===== config.mk =====
export PLATFORM = sky130hd
export DESIGN_NAME = prq_sched
export DESIGN_NICKNAME = d
export VERILOG_FILES = /design/src/design/prq_pkg.sv /design/src/design/prq_sched.sv
export SDC_FILE = /design/constraint.sdc
export NUM_CORES = 1
export LEC_CHECK = 0
export ABC_AREA = 1
export BUFFER_PORTS_ARGS = -buffer_cell sky130_fd_sc_hd__buf_2
export CAP_MARGIN = 20
export CORE_MARGIN = 8
export CORE_UTILIZATION = 61
export DETAILED_ROUTE_END_ITERATION = 8
export PLACE_DENSITY = 0.86
export SLEW_MARGIN = 40
export SYNTH_ARGS = -nofsm -noshare
export SYNTH_HDL_FRONTEND = slang
export SYNTH_SLANG_ARGS = --single-unit

===== constraint.sdc =====
create_clock -name clk -period 5.5 [get_ports clk]
set_input_delay 0.275 -clock clk [delete_from_list [all_inputs] [get_ports clk]]
set_output_delay 0.275 -clock clk [all_outputs]
set_load 0.01 [all_outputs]

===== src/design/prq_pkg.sv =====
// Shared types, constants and helpers of the strict priority port queue.
// Used by prq_sched and strict_priority_port_queue; depends on nothing.
`default_nettype none

package prq_pkg;

  // Sizing
  localparam int NUM_CLASSES  = 8;
  localparam int QUEUE_DEPTH  = 256;
  localparam int HANDLE_WIDTH = 16;

  localparam int CLASS_W   = $clog2(NUM_CLASSES);
  localparam int PTR_W     = $clog2(QUEUE_DEPTH);
  localparam int CNT_W     = $clog2(QUEUE_DEPTH + 1);
  localparam int RAM_DEPTH = NUM_CLASSES * (2 ** PTR_W);

  // Fixed field widths
  localparam int OP_W           = 2;
  localparam int PORT_W         = 16;
  localparam int HANDLE_FIELD_W = 16;
  localparam int CLASS_FIELD_W  = 3;
  localparam int LIMIT_W        = 9;

  // Operation codes
  localparam logic [OP_W-1:0] OP_ENQ    = 2'd0;
  localparam logic [OP_W-1:0] OP_DEQ    = 2'd1;
  localparam logic [OP_W-1:0] OP_PEEK   = 2'd2;
  localparam logic [OP_W-1:0] OP_REMOVE = 2'd3;

  // Register indexes and reset values
  localparam logic REG_BASE_PORT   = 1'b0;
  localparam logic REG_CLASS_LIMIT = 1'b1;
  localparam logic [PORT_W-1:0]  RESET_BASE_PORT   = 16'd9;
  localparam logic [LIMIT_W-1:0] RESET_CLASS_LIMIT = 9'd256;

  typedef struct packed {
    logic [PORT_W-1:0]  base_port;
    logic [LIMIT_W-1:0] class_limit;
  } cfg_t;

  typedef struct packed {
    logic                      ok;
    logic [HANDLE_FIELD_W-1:0] handle;
    logic [CLASS_FIELD_W-1:0]  cls;
  } result_t;

  // Ring pointer advance with wrap at the queue depth
  function automatic logic [PTR_W-1:0] next_slot(input logic [PTR_W-1:0] p);
    logic [PTR_W-1:0] n;
    n = (p == PTR_W'(QUEUE_DEPTH - 1)) ? '0 : PTR_W'(p + 1'b1);
    return n;
  endfunction

endpackage

`default_nettype wire


===== src/design/prq_sched.sv =====
// Scheduler core: per-class ring pointers and fill counts, class select,
// sequencer and output register. Uses prq_pkg; drives the handle RAM port.
`default_nettype none

module prq_sched (
  input  wire logic                              clk,
  input  wire logic                              rst,
  input  wire prq_pkg::cfg_t                     cfg,
  input  wire logic                              in_valid,
  output logic                                   in_ready,
  input  wire logic [prq_pkg::OP_W-1:0]          in_op,
  input  wire logic [prq_pkg::PORT_W-1:0]        in_port,
  input  wire logic [prq_pkg::HANDLE_FIELD_W-1:0] in_handle,
  output logic                                   out_valid,
  input  wire logic                              out_ready,
  output prq_pkg::result_t                       out_res,
  output logic                                   ram_en,
  output logic                                   ram_we,
  output logic [prq_pkg::CLASS_W+prq_pkg::PTR_W-1:0] ram_addr,
  output logic [prq_pkg::HANDLE_WIDTH-1:0]       ram_wdata,
  input  wire logic [prq_pkg::HANDLE_WIDTH-1:0]  ram_rdata
);

  localparam logic [1:0] ST_IDLE = 2'd0;
  localparam logic [1:0] ST_EXEC = 2'd1;
  localparam logic [1:0] ST_RESP = 2'd2;

  logic [1:0] state;

  logic [prq_pkg::OP_W-1:0]           op_q;
  logic [prq_pkg::PORT_W-1:0]         port_q;
  logic [prq_pkg::HANDLE_FIELD_W-1:0] handle_q;
  logic [prq_pkg::CLASS_W-1:0]        served_cls;

  logic [prq_pkg::PTR_W-1:0] head [prq_pkg::NUM_CLASSES];
  logic [prq_pkg::PTR_W-1:0] tail [prq_pkg::NUM_CLASSES];
  logic [prq_pkg::CNT_W-1:0] fill [prq_pkg::NUM_CLASSES];

  logic [prq_pkg::PORT_W:0]    diff;
  logic [prq_pkg::CLASS_W-1:0] enq_cls;
  logic [prq_pkg::CLASS_W-1:0] top_cls;
  logic [prq_pkg::CNT_W-1:0]   limit;
  logic                        found;
  logic                        enq_ok;
  logic                        is_enq;
  logic                        out_free;
  logic                        go;
  logic                        load_out;

  assign in_ready = (state == ST_IDLE);
  assign is_enq   = (op_q == prq_pkg::OP_ENQ);
  assign out_free = !out_valid || out_ready;
  assign go       = (state == ST_EXEC) && out_free;
  // Read results land in RESP; everything else loads straight from EXEC
  assign load_out = (go && (is_enq || !found)) || (state == ST_RESP);

  always_comb begin
    diff = {1'b0, port_q} - {1'b0, cfg.base_port};
    if (diff[prq_pkg::PORT_W]) begin
      enq_cls = '0;
    end else if (diff[prq_pkg::PORT_W-1:0] > prq_pkg::PORT_W'(prq_pkg::NUM_CLASSES - 1)) begin
      enq_cls = prq_pkg::CLASS_W'(prq_pkg::NUM_CLASSES - 1);
    end else begin
      enq_cls = diff[prq_pkg::CLASS_W-1:0];
    end

    if (32'(cfg.class_limit) > 32'(prq_pkg::QUEUE_DEPTH)) begin
      limit = prq_pkg::CNT_W'(prq_pkg::QUEUE_DEPTH);
    end else begin
      limit = prq_pkg::CNT_W'(cfg.class_limit);
    end
    enq_ok = (fill[enq_cls] < limit);

    // Highest non-empty class wins
    top_cls = '0;
    found   = 1'b0;
    for (int c = 0; c < prq_pkg::NUM_CLASSES; c++) begin
      if (fill[c] != '0) begin
        top_cls = prq_pkg::CLASS_W'(c);
        found   = 1'b1;
      end
    end
  end

  assign ram_en    = go && (is_enq ? enq_ok : found);
  assign ram_we    = is_enq;
  assign ram_addr  = is_enq ? {enq_cls, tail[enq_cls]} : {top_cls, head[top_cls]};
  assign ram_wdata = prq_pkg::HANDLE_WIDTH'(handle_q);

  // Control state
  always_ff @(posedge clk) begin
    if (rst) begin
      state     <= ST_IDLE;
      out_valid <= 1'b0;
      for (int c = 0; c < prq_pkg::NUM_CLASSES; c++) begin
        head[c] <= '0;
        tail[c] <= '0;
        fill[c] <= '0;
      end
    end else begin
      case (state)
        ST_IDLE: begin
          if (in_valid) begin
            state <= ST_EXEC;
          end
        end
        ST_EXEC: begin
          if (out_free) begin
            state <= (!is_enq && found) ? ST_RESP : ST_IDLE;
          end
        end
        ST_RESP: begin
          state <= ST_IDLE;
        end
        default: begin
          state <= ST_IDLE;
        end
      endcase

      for (int c = 0; c < prq_pkg::NUM_CLASSES; c++) begin
        if (go && is_enq && enq_ok && (enq_cls == prq_pkg::CLASS_W'(c))) begin
          tail[c] <= prq_pkg::next_slot(tail[c]);
          fill[c] <= prq_pkg::CNT_W'(fill[c] + 1'b1);
        end
        if (go && !is_enq && found && (op_q != prq_pkg::OP_PEEK) &&
            (top_cls == prq_pkg::CLASS_W'(c))) begin
          head[c] <= prq_pkg::next_slot(head[c]);
          fill[c] <= prq_pkg::CNT_W'(fill[c] - 1'b1);
        end
      end

      if (load_out) begin
        out_valid <= 1'b1;
      end else if (out_ready) begin
        out_valid <= 1'b0;
      end
    end
  end

  // Payload
  always_ff @(posedge clk) begin
    if (in_valid && in_ready) begin
      op_q     <= in_op;
      port_q   <= in_port;
      handle_q <= in_handle;
    end
    if (go) begin
      served_cls <= top_cls;
    end
    if (state == ST_RESP) begin
      out_res.ok     <= 1'b1;
      out_res.handle <= prq_pkg::HANDLE_FIELD_W'(ram_rdata);
      out_res.cls    <= prq_pkg::CLASS_FIELD_W'(served_cls);
    end else if (go && is_enq) begin
      out_res.ok     <= enq_ok;
      out_res.handle <= '0;
      out_res.cls    <= prq_pkg::CLASS_FIELD_W'(enq_cls);
    end else if (go && !found) begin
      out_res <= '0;
    end
  end

  // Checks
  a_enq_count: assert property (@(posedge clk) disable iff (rst)
    (go && is_enq && enq_ok) |=>
      (fill[$past(enq_cls)] == prq_pkg::CNT_W'($past(fill[enq_cls]) + 1'b1)))
    else $error("fill count did not advance on accepted enqueue");

  a_resp_slot: assert property (@(posedge clk) disable iff (rst)
    (state == ST_RESP) |-> !out_valid)
    else $error("output register busy when read data arrives");

  a_miss_zero: assert property (@(posedge clk) disable iff (rst)
    (out_valid && !out_res.ok) |-> (out_res.handle == '0))
    else $error("refused or empty result carries a handle");

  for (genvar g = 0; g < prq_pkg::NUM_CLASSES; g++) begin : g_chk
    a_ring: assert property (@(posedge clk) disable iff (rst)
      (fill[g] <= prq_pkg::CNT_W'(prq_pkg::QUEUE_DEPTH)) &&
      ((fill[g] == '0) -> (head[g] == tail[g])))
      else $error("class ring pointers and fill count disagree");
  end

endmodule

`default_nettype wire

Yosys cells after proc, flatten, opt, wreduce, memory -nomap -nowiden

Memories as Yosys holds them, arrays and structs flattened.
Cells that the tools add are included.
Widths: inputs -> output; s select.

Bits in registers: 60
RAM bits: 200
Memories kept: 3

Memories:

| name | depth | width | read ports | clocked after memory_dff | write ports | RTL line        | RTL |
|---|---|---|---|---|---|---|---|
| fill | 8     | 9     | 9          | 0                        | 8           | prq_sched.sv:37 | `logic [prq_pkg::CNT_W-1:0] fill [prq_pkg::NUM_CLASSES];` |
| head | 8     | 8     | 9          | 0                        | 8           | prq_sched.sv:35 | `logic [prq_pkg::PTR_W-1:0] head [prq_pkg::NUM_CLASSES];` |
| tail | 8     | 8     | 9          | 0                        | 8           | prq_sched.sv:36 | `logic [prq_pkg::PTR_W-1:0] tail [prq_pkg::NUM_CLASSES];` |

Add/subtract/negate cells: 33
$lt $le $gt $ge: 3
Eq/ne operators: 35
Mux-type cells: 127
Bitwise operators: 32
Reductions and logical operators: 49

Operators by type and width:

| operator            | number |
|---|---|
| $mux 8              | 32 |
| $mux 9              | 17 |
| $add 8x1->8 const B | 16 |
| $eq 8x8->1 const B  | 16 |
| $add 9x1->9 const B | 8 |
| $reduce_bool 9->1   | 8 |
| $sub 9x1->9 const B | 8 |
| $mux 1              | 62 |
| $mux 20             | 2 |
| $or 1x1->1          | 32 |
| $logic_and 1x1->1   | 27 |
| $eq 3x3->1 const B  | 8 |
| $mux 3              | 8 |
| $mux 19             | 1 |
| $sub 16x16->17      | 1 |
| $gt 16x3->1 const B | 1 |
| $eq 3x2->1 const B  | 4 |
| $mux 11             | 1 |
| $gt 9x9->1 const B  | 1 |
| $lt 9x9->1          | 1 |
| $eq 3x1->1 const B  | 2 |
| $logic_not 3->1     | 2 |
| $mux 2              | 3 |
| $ne 2x2->1 const B  | 3 |
| other kinds (9)     | 15 |

Depth between registers and ports, before layout

An unclocked memory read counts as a cell.

Word-level depth: 17
Gate-level depth with buffers: 33
Depth with buffers taken out: 32

Worst setup path after synthesis

Ideal clock, no wire load.

Path type: register to register
Start: reg port_q[0] in the netlist's numbering
End: mem fill[7][0] in the netlist's numbering, enable pin
Library setup time: 343 ps
Arrival: 4331 ps
Path slack: 827 ps
Stages on the path, launching flop included: 32
Buffers on the path: 1
Period minus slack after synthesis: 4673 ps
Path through: edfxtp_1 inv_1 ha_1 inv_1 fa_1 nand3_1 nand3_2 nand2_1 nand2_1 nand2_1 nand2_1 nand2_1 nand2_1 nand3_2 nor2_4 nand3b_1 nand2_2 nor2_1 inv_1 clkbuf_1 o22ai_1 nor2_1 nand2_1 o31ai_1 ha_1 a21oi_1 nor2_1 a211oi_1 o221a_2 a21boi_4 nand3_1 nand3_1

RTL lines:

| item                   | RTL line         | RTL |
|---|---|---|
| from (decl)            | prq_sched.sv:31  | `logic [prq_pkg::PORT_W-1:0] port_q;` |
| from (signal assigned) | prq_sched.sv:144 | `port_q <= in_port;` |
| to (decl)              | prq_sched.sv:37  |  |

Worst setup path after layout

Start: reg port_q[0] in the netlist's numbering
End: out ram_en

Word-level cells in the longest chain between the ends: 8

RTL lines:

| item                  | RTL line        | RTL |
|---|---|---|
| $sub 16x16->17 (*)    | prq_sched.sv:58 | `diff = {1'b0, port_q} - {1'b0, cfg.base_port};` |
| $gt 16x3->1           | prq_sched.sv:61 | `end else if (diff[prq_pkg::PORT_W-1:0] > prq_pkg::PORT_W'(prq_pkg::NUM_CLASSES - 1)) begin` |
| $mux 3                | prq_sched.sv:61 |  |
| $mux 3 (*)            | prq_sched.sv:59 | `if (diff[prq_pkg::PORT_W]) begin` |
| $mem_v2 8x9 (*)       | n/a             |  |
| $lt 9x9->1 (*)        | prq_sched.sv:72 | `enq_ok = (fill[enq_cls] < limit);` |
| $mux 1 (*)            | prq_sched.sv:85 | `assign ram_en = go && (is_enq ? enq_ok : found);` |
| $logic_and 1x1->1 (*) | prq_sched.sv:85 |  |
| to (decl)             | prq_sched.sv:17 | `output logic ram_en,` |

Every way passes the cells marked *; elsewhere a longest branch is shown, timed or not.

==> reports/qor.json <==
{
  "outcome": {"value": "finished clean"},
  "power_density": {"value": 268, "unit": "nW/um^2"},
  "cp-startpoint": {"value": "port_q[0]"},
  "post-route-min-period": {"value": 5.26, "unit": "ns"},
  "diodes": {"value": 0},
  "crit_path_frequent_cell": {"value": "sky130_fd_sc_hd__nand2_1"},
  "initialDrtViolationCount": {"value": 1441},
  "drtPass1Iterations": {"value": 7},
  "power_report.internal_total": {"value": 3730, "unit": "uW"},
  "syn_to_final_growth": {"value": 15.6, "unit": "%"},
  "met3RoutedLength": {"value": 4420, "unit": "microns"},
  "grt_first_pass_wirelength": {"value": 71800, "unit": "microns"},
  "grt_start_max_net_pins": {"value": 35},
  "synth_top_area_cells": {"value": "sky130_fd_sc_hd__edfxtp_1 (46%), sky130_fd_sc_hd__nand2_1 (7.9%), sky130_fd_sc_hd__ha_1 (6.8%), sky130_fd_sc_hd__nor2_1 (6.3%), sky130_fd_sc_hd__inv_1 (6.1%)"},
  "layout_setup_ws": {"value": 0.238, "unit": "ns"},
  "finalNetCount": {"value": 2290},
  "viasPerCell": {"value": 5.87},
  "syn-mean-instance-area": {"value": 8.71, "unit": "sq um"},
  "overall_power_of_the_completed_layout": {"value": 5160, "unit": "uW"},
  "finalNonFillerCells": {"value": 2473},
  "std_cell_rows": {"value": 60},
  "mostFrequentLayoutCells": {"value": "sky130_fd_sc_hd__nand2_1 (349), sky130_fd_sc_hd__nor2_1 (279), sky130_fd_sc_hd__inv_1 (269)"},
  "dp_cells": {"value": 2378},
  "power_leakage": {"value": 0.00837, "unit": "uW"},
  "drv_cap": {"value": 0},
  "worst-endpoint-required": {"value": 5.22, "unit": "ns"},
  "met1Wirelength": {"value": 17200, "unit": "microns"},
  "synth_top_area_share": {"value": 46.1, "unit": "%"},
  "route.antenna.remaining_nets": {"value": 0},
  "startpoint_type": {"value": "flop"},
  "post_route_cells_drive_above_1_share": {"value": 13.5, "unit": "%"},
  "worst_path_largest_cell_delay": {"value": 0.38, "unit": "ns"},
  "wirelength": {"value": 45700, "unit": "microns"},
  "power_frac_comb": {"value": 15.8, "unit": "%"},
  "dpl_worst_slack": {"value": 0.235, "unit": "ns"},
  "cts_num_sinks": {"value": 260},
  "clockPowerShare": {"value": 38.0, "unit": "%"},
  "p_switching": {"value": 1430, "unit": "uW"},
  "worst_path_max_delay_cell": {"value": "sky130_fd_sc_hd__fa_2"},
  "grt.overflow.total": {"value": 0},
  "clk_path_buf_depth": {"value": 3},
  "hold_viol_final": {"value": 0},
  "fmax": {"value": 190, "unit": "MHz"},
  "count_of_state_elements_after_synthesis": {"value": 260},
  "met2RoutedLength": {"value": 21900, "unit": "microns"},
  "post-route-drc-count": {"value": 0},
  "r2r_slack": {"value": 0.36, "unit": "ns"},
  "syn_inst": {"value": 1913},
  "design.die.area": {"value": 32900, "unit": "sq um"},
  "fp.coreArea": {"value": 26900, "unit": "sq um"},
  "synth-warning-count": {"value": 0},
  "yosys.area.top_type": {"value": "sky130_fd_sc_hd__edfxtp_1"},
  "dpl.hpwl": {"value": 33600, "unit": "microns"},
  "worst_hold_path_class": {"value": "input pin to flop"},
  "topRoutingLayerUsed": {"value": "met4"},
  "share_of_the_clock_period_used_by_the_worst_path_after_layout": {"value": 95.7, "unit": "%"},
  "cp.arrival": {"value": 4.99, "unit": "ns"},
  "floorplan.die.height": {"value": 181, "unit": "microns"},
  "pin_count": {"value": 130},
  "reg2reg_from": {"value": "fill[5][0]"},
  "gp_congestion": {"value": 0.984},
  "hold_path_origin": {"value": "ram_rdata[14]"},
  "root_buffer": {"value": "sky130_fd_sc_hd__clkbuf_16"},
  "timing.final.setup_violations": {"value": 0},
  "sequential_share_of_power": {"value": 46.2, "unit": "%"},
  "cts_htree_levels": {"value": 1},
  "cts_inserted_buffers": {"value": 29},
  "clk-insertion-delay-late": {"value": 0.56, "unit": "ns"},
  "grt_antenna_before_repair": {"value": 0},
  "crit_type": {"value": "flop to primary output"},
  "vias": {"value": 14500},
  "remaining_max_slew_budget_at_the_tightest_pin": {"value": 43.4, "unit": "%"},
  "placement.io_buffers": {"value": 129},
  "largest_fanout_on_the_critical_path": {"value": 8},
  "clock_pin_slew_of_the_registers_on_the_worst_case_setup_and_hold_paths": {"value": 0.07, "unit": "ns"},
  "synth_fp_nets": {"value": 2091},
  "initial_utilization": {"value": 62.0, "unit": "%"},
  "post_synth_instance_area": {"value": 16700, "unit": "sq um"},
  "ys_seq_area_share": {"value": 46.6, "unit": "%"},
  "most_common_cell_after_layout_fill_and_taps_aside": {"value": "sky130_fd_sc_hd__nand2_1"},
  "p_sw_share": {"value": 27.7, "unit": "%"},
  "chipWidth": {"value": 181, "unit": "microns"},
  "final.setup.tns": {"value": 0, "unit": "ns"},
  "layout_skew": {"value": 0.0131, "unit": "ns"},
  "crit_end_category": {"value": "primary output"},
  "clock_tree_from_tritoncts": {"value": "yes"},
  "total_track_usage": {"value": 26.7, "unit": "%"},
  "synthDistinctLibCells": {"value": 55},
  "max-vdd-ir-drop": {"value": 0.000212, "unit": "V"},
  "grt_setup_unrepaired": {"value": "true"},
  "async_flop_share": {"value": 0, "unit": "%"},
  "worstMarginPinSlew": {"value": 0.845, "unit": "ns"},
  "routed_wire_length_per_instance": {"value": 18.5, "unit": "microns"},
  "number_of_global_route_vias_before_repair": {"value": 14200},
  "synth_enable_flop_cells": {"value": 256},
  "report.final.slew_viol_count": {"value": 0},
  "synth_top_flop_cell": {"value": "sky130_fd_sc_hd__edfxtp_1"}
}
-- critical path: cells and delay by family, from the launching register on --
kind | cells | cell delay [ns]
AOI/OAI and AO/OA | 2 | 0.20
and+or+nand+nor | 21 | 2.20
adders and majority gates | 3 | 0.83
DFF | 1 | 0.36
buffers and inverters | 6 | 0.83
-- worst paths after layout --
check | cells past startpoint | endpoint
worst max-delay path | 32 | ram_en
worst min-delay path | 3 | out_res[17]
worst max register to register | 30 | fill[6][8]
worst min register to register | 2 | out_res[19]
-- power by group through the flow --
| stage | clock network (uW) | logic [uW] | registers, uW |
|---|---|---|---|
| final | 1960 | 818 | 2390 |
| after floorplan | 0 | 503 | 2390 |
| after detailed placement | 0 | 739 | 2420 |
| after global placement | 0 | 716 | 2420 |
| after global routing | 2030 | 892 | 2390 |
| after CTS | 1970 | 765 | 2380 |
-- through the flow --
stage	area, sq um	utilization (%)	hold slack (ns)
global placement	17800	66.2	0.451
floorplan	16700	-	0.374
global route	19300	71.7	0.0153
detailed placement	17800	66.2	0.453
finish	19300	71.7	0.0222
CTS	19100	71.0	0.00173
-- per-layer routing --
layer | track usage, % | vias to the layer above
li1 | - | 6847
met2 | 44.9 | 777
met4 | 12.5 | 0
met1 | 32.7 | 6706
met5 | 0 | -
met3 | 5.14 | 180
-- cells by family (layout without fill, tap and decap cells) --
| group | after synthesis | after routing | share of synthesized area, % |
|---|---|---|---|
| adders and majority gates | 99 | 99 | 7.79 |
| buffers and inverters | 309 | 528 | 7.06 |
| AOI/OAI and AO/OA | 225 | 225 | 8.19 |
| DFF | 260 | 260 | 46.6 |
| xor gates and xnor gates | 111 | 111 | 5.83 |
| and+or+nand+nor | 909 | 909 | 24.5 |
-- state kept, by name, indices dropped and copies added (netlist names) --
signal / count
out_valid: 1
out_res: 20
state: 2
head: 64
ram_wdata: 16
op_q: 2
port_q: 16
fill: 72
served_cls: 3
tail: 64
-- synthesized netlist by cell type (2+ instances only) --
cell                        number
sky130_fd_sc_hd__o21ai_1         4
sky130_fd_sc_hd__ha_1           91
sky130_fd_sc_hd__nand3b_1        2
sky130_fd_sc_hd__nand3_4         2
sky130_fd_sc_hd__nand3_2         6
sky130_fd_sc_hd__dfxtp_1         4
sky130_fd_sc_hd__nor2_1        282
sky130_fd_sc_hd__nor2_4          5
sky130_fd_sc_hd__o31ai_1         5
sky130_fd_sc_hd__nor4_1         11
sky130_fd_sc_hd__o21a_1          3
sky130_fd_sc_hd__nor3b_1        23
sky130_fd_sc_hd__nand4_2         2
sky130_fd_sc_hd__nand4_1        31
sky130_fd_sc_hd__nor3_1         40
sky130_fd_sc_hd__o22ai_1        21
sky130_fd_sc_hd__o2111ai_1       8
sky130_fd_sc_hd__clkbuf_1       19
sky130_fd_sc_hd__clkinv_1        4
sky130_fd_sc_hd__and2_1          5
sky130_fd_sc_hd__o21ai_0        54
sky130_fd_sc_hd__buf_1           2
sky130_fd_sc_hd__xor2_1         87
sky130_fd_sc_hd__inv_1         271
sky130_fd_sc_hd__nand2_1       353
sky130_fd_sc_hd__fa_1            8
sky130_fd_sc_hd__inv_2           6
sky130_fd_sc_hd__and3_1          3
sky130_fd_sc_hd__a22oi_1        22
sky130_fd_sc_hd__xnor2_1        24
sky130_fd_sc_hd__nor2_2         23
sky130_fd_sc_hd__o221ai_1        4
sky130_fd_sc_hd__nand4_4         3
sky130_fd_sc_hd__a21oi_1        82
sky130_fd_sc_hd__nand2_2         9
sky130_fd_sc_hd__o211ai_1       10
sky130_fd_sc_hd__buf_2           5
sky130_fd_sc_hd__edfxtp_1      256
sky130_fd_sc_hd__nand2_4         3
sky130_fd_sc_hd__nand3_1       105
-- what timing repair did --
action,in CTS,in global routing
cloned,0,1
hold buffers,35,0
hold endpoints to repair,35,0
gates resized for setup,1,27
pin swaps,0,1
setup buffers,0,8
setup endpoints to repair,1,234
-- final cells by class --
type	instances	area [sq um]
fillers	1923	7610
repair inverters	1	5.00
repair buffers	195	1250
well taps	341	427
inverters	281	1060
multi-input cells	1344	7820
clock inverters	21	208
flip-flops and latches	260	7770
clock buffers	30	729
(Power assumes the default switching activity.)
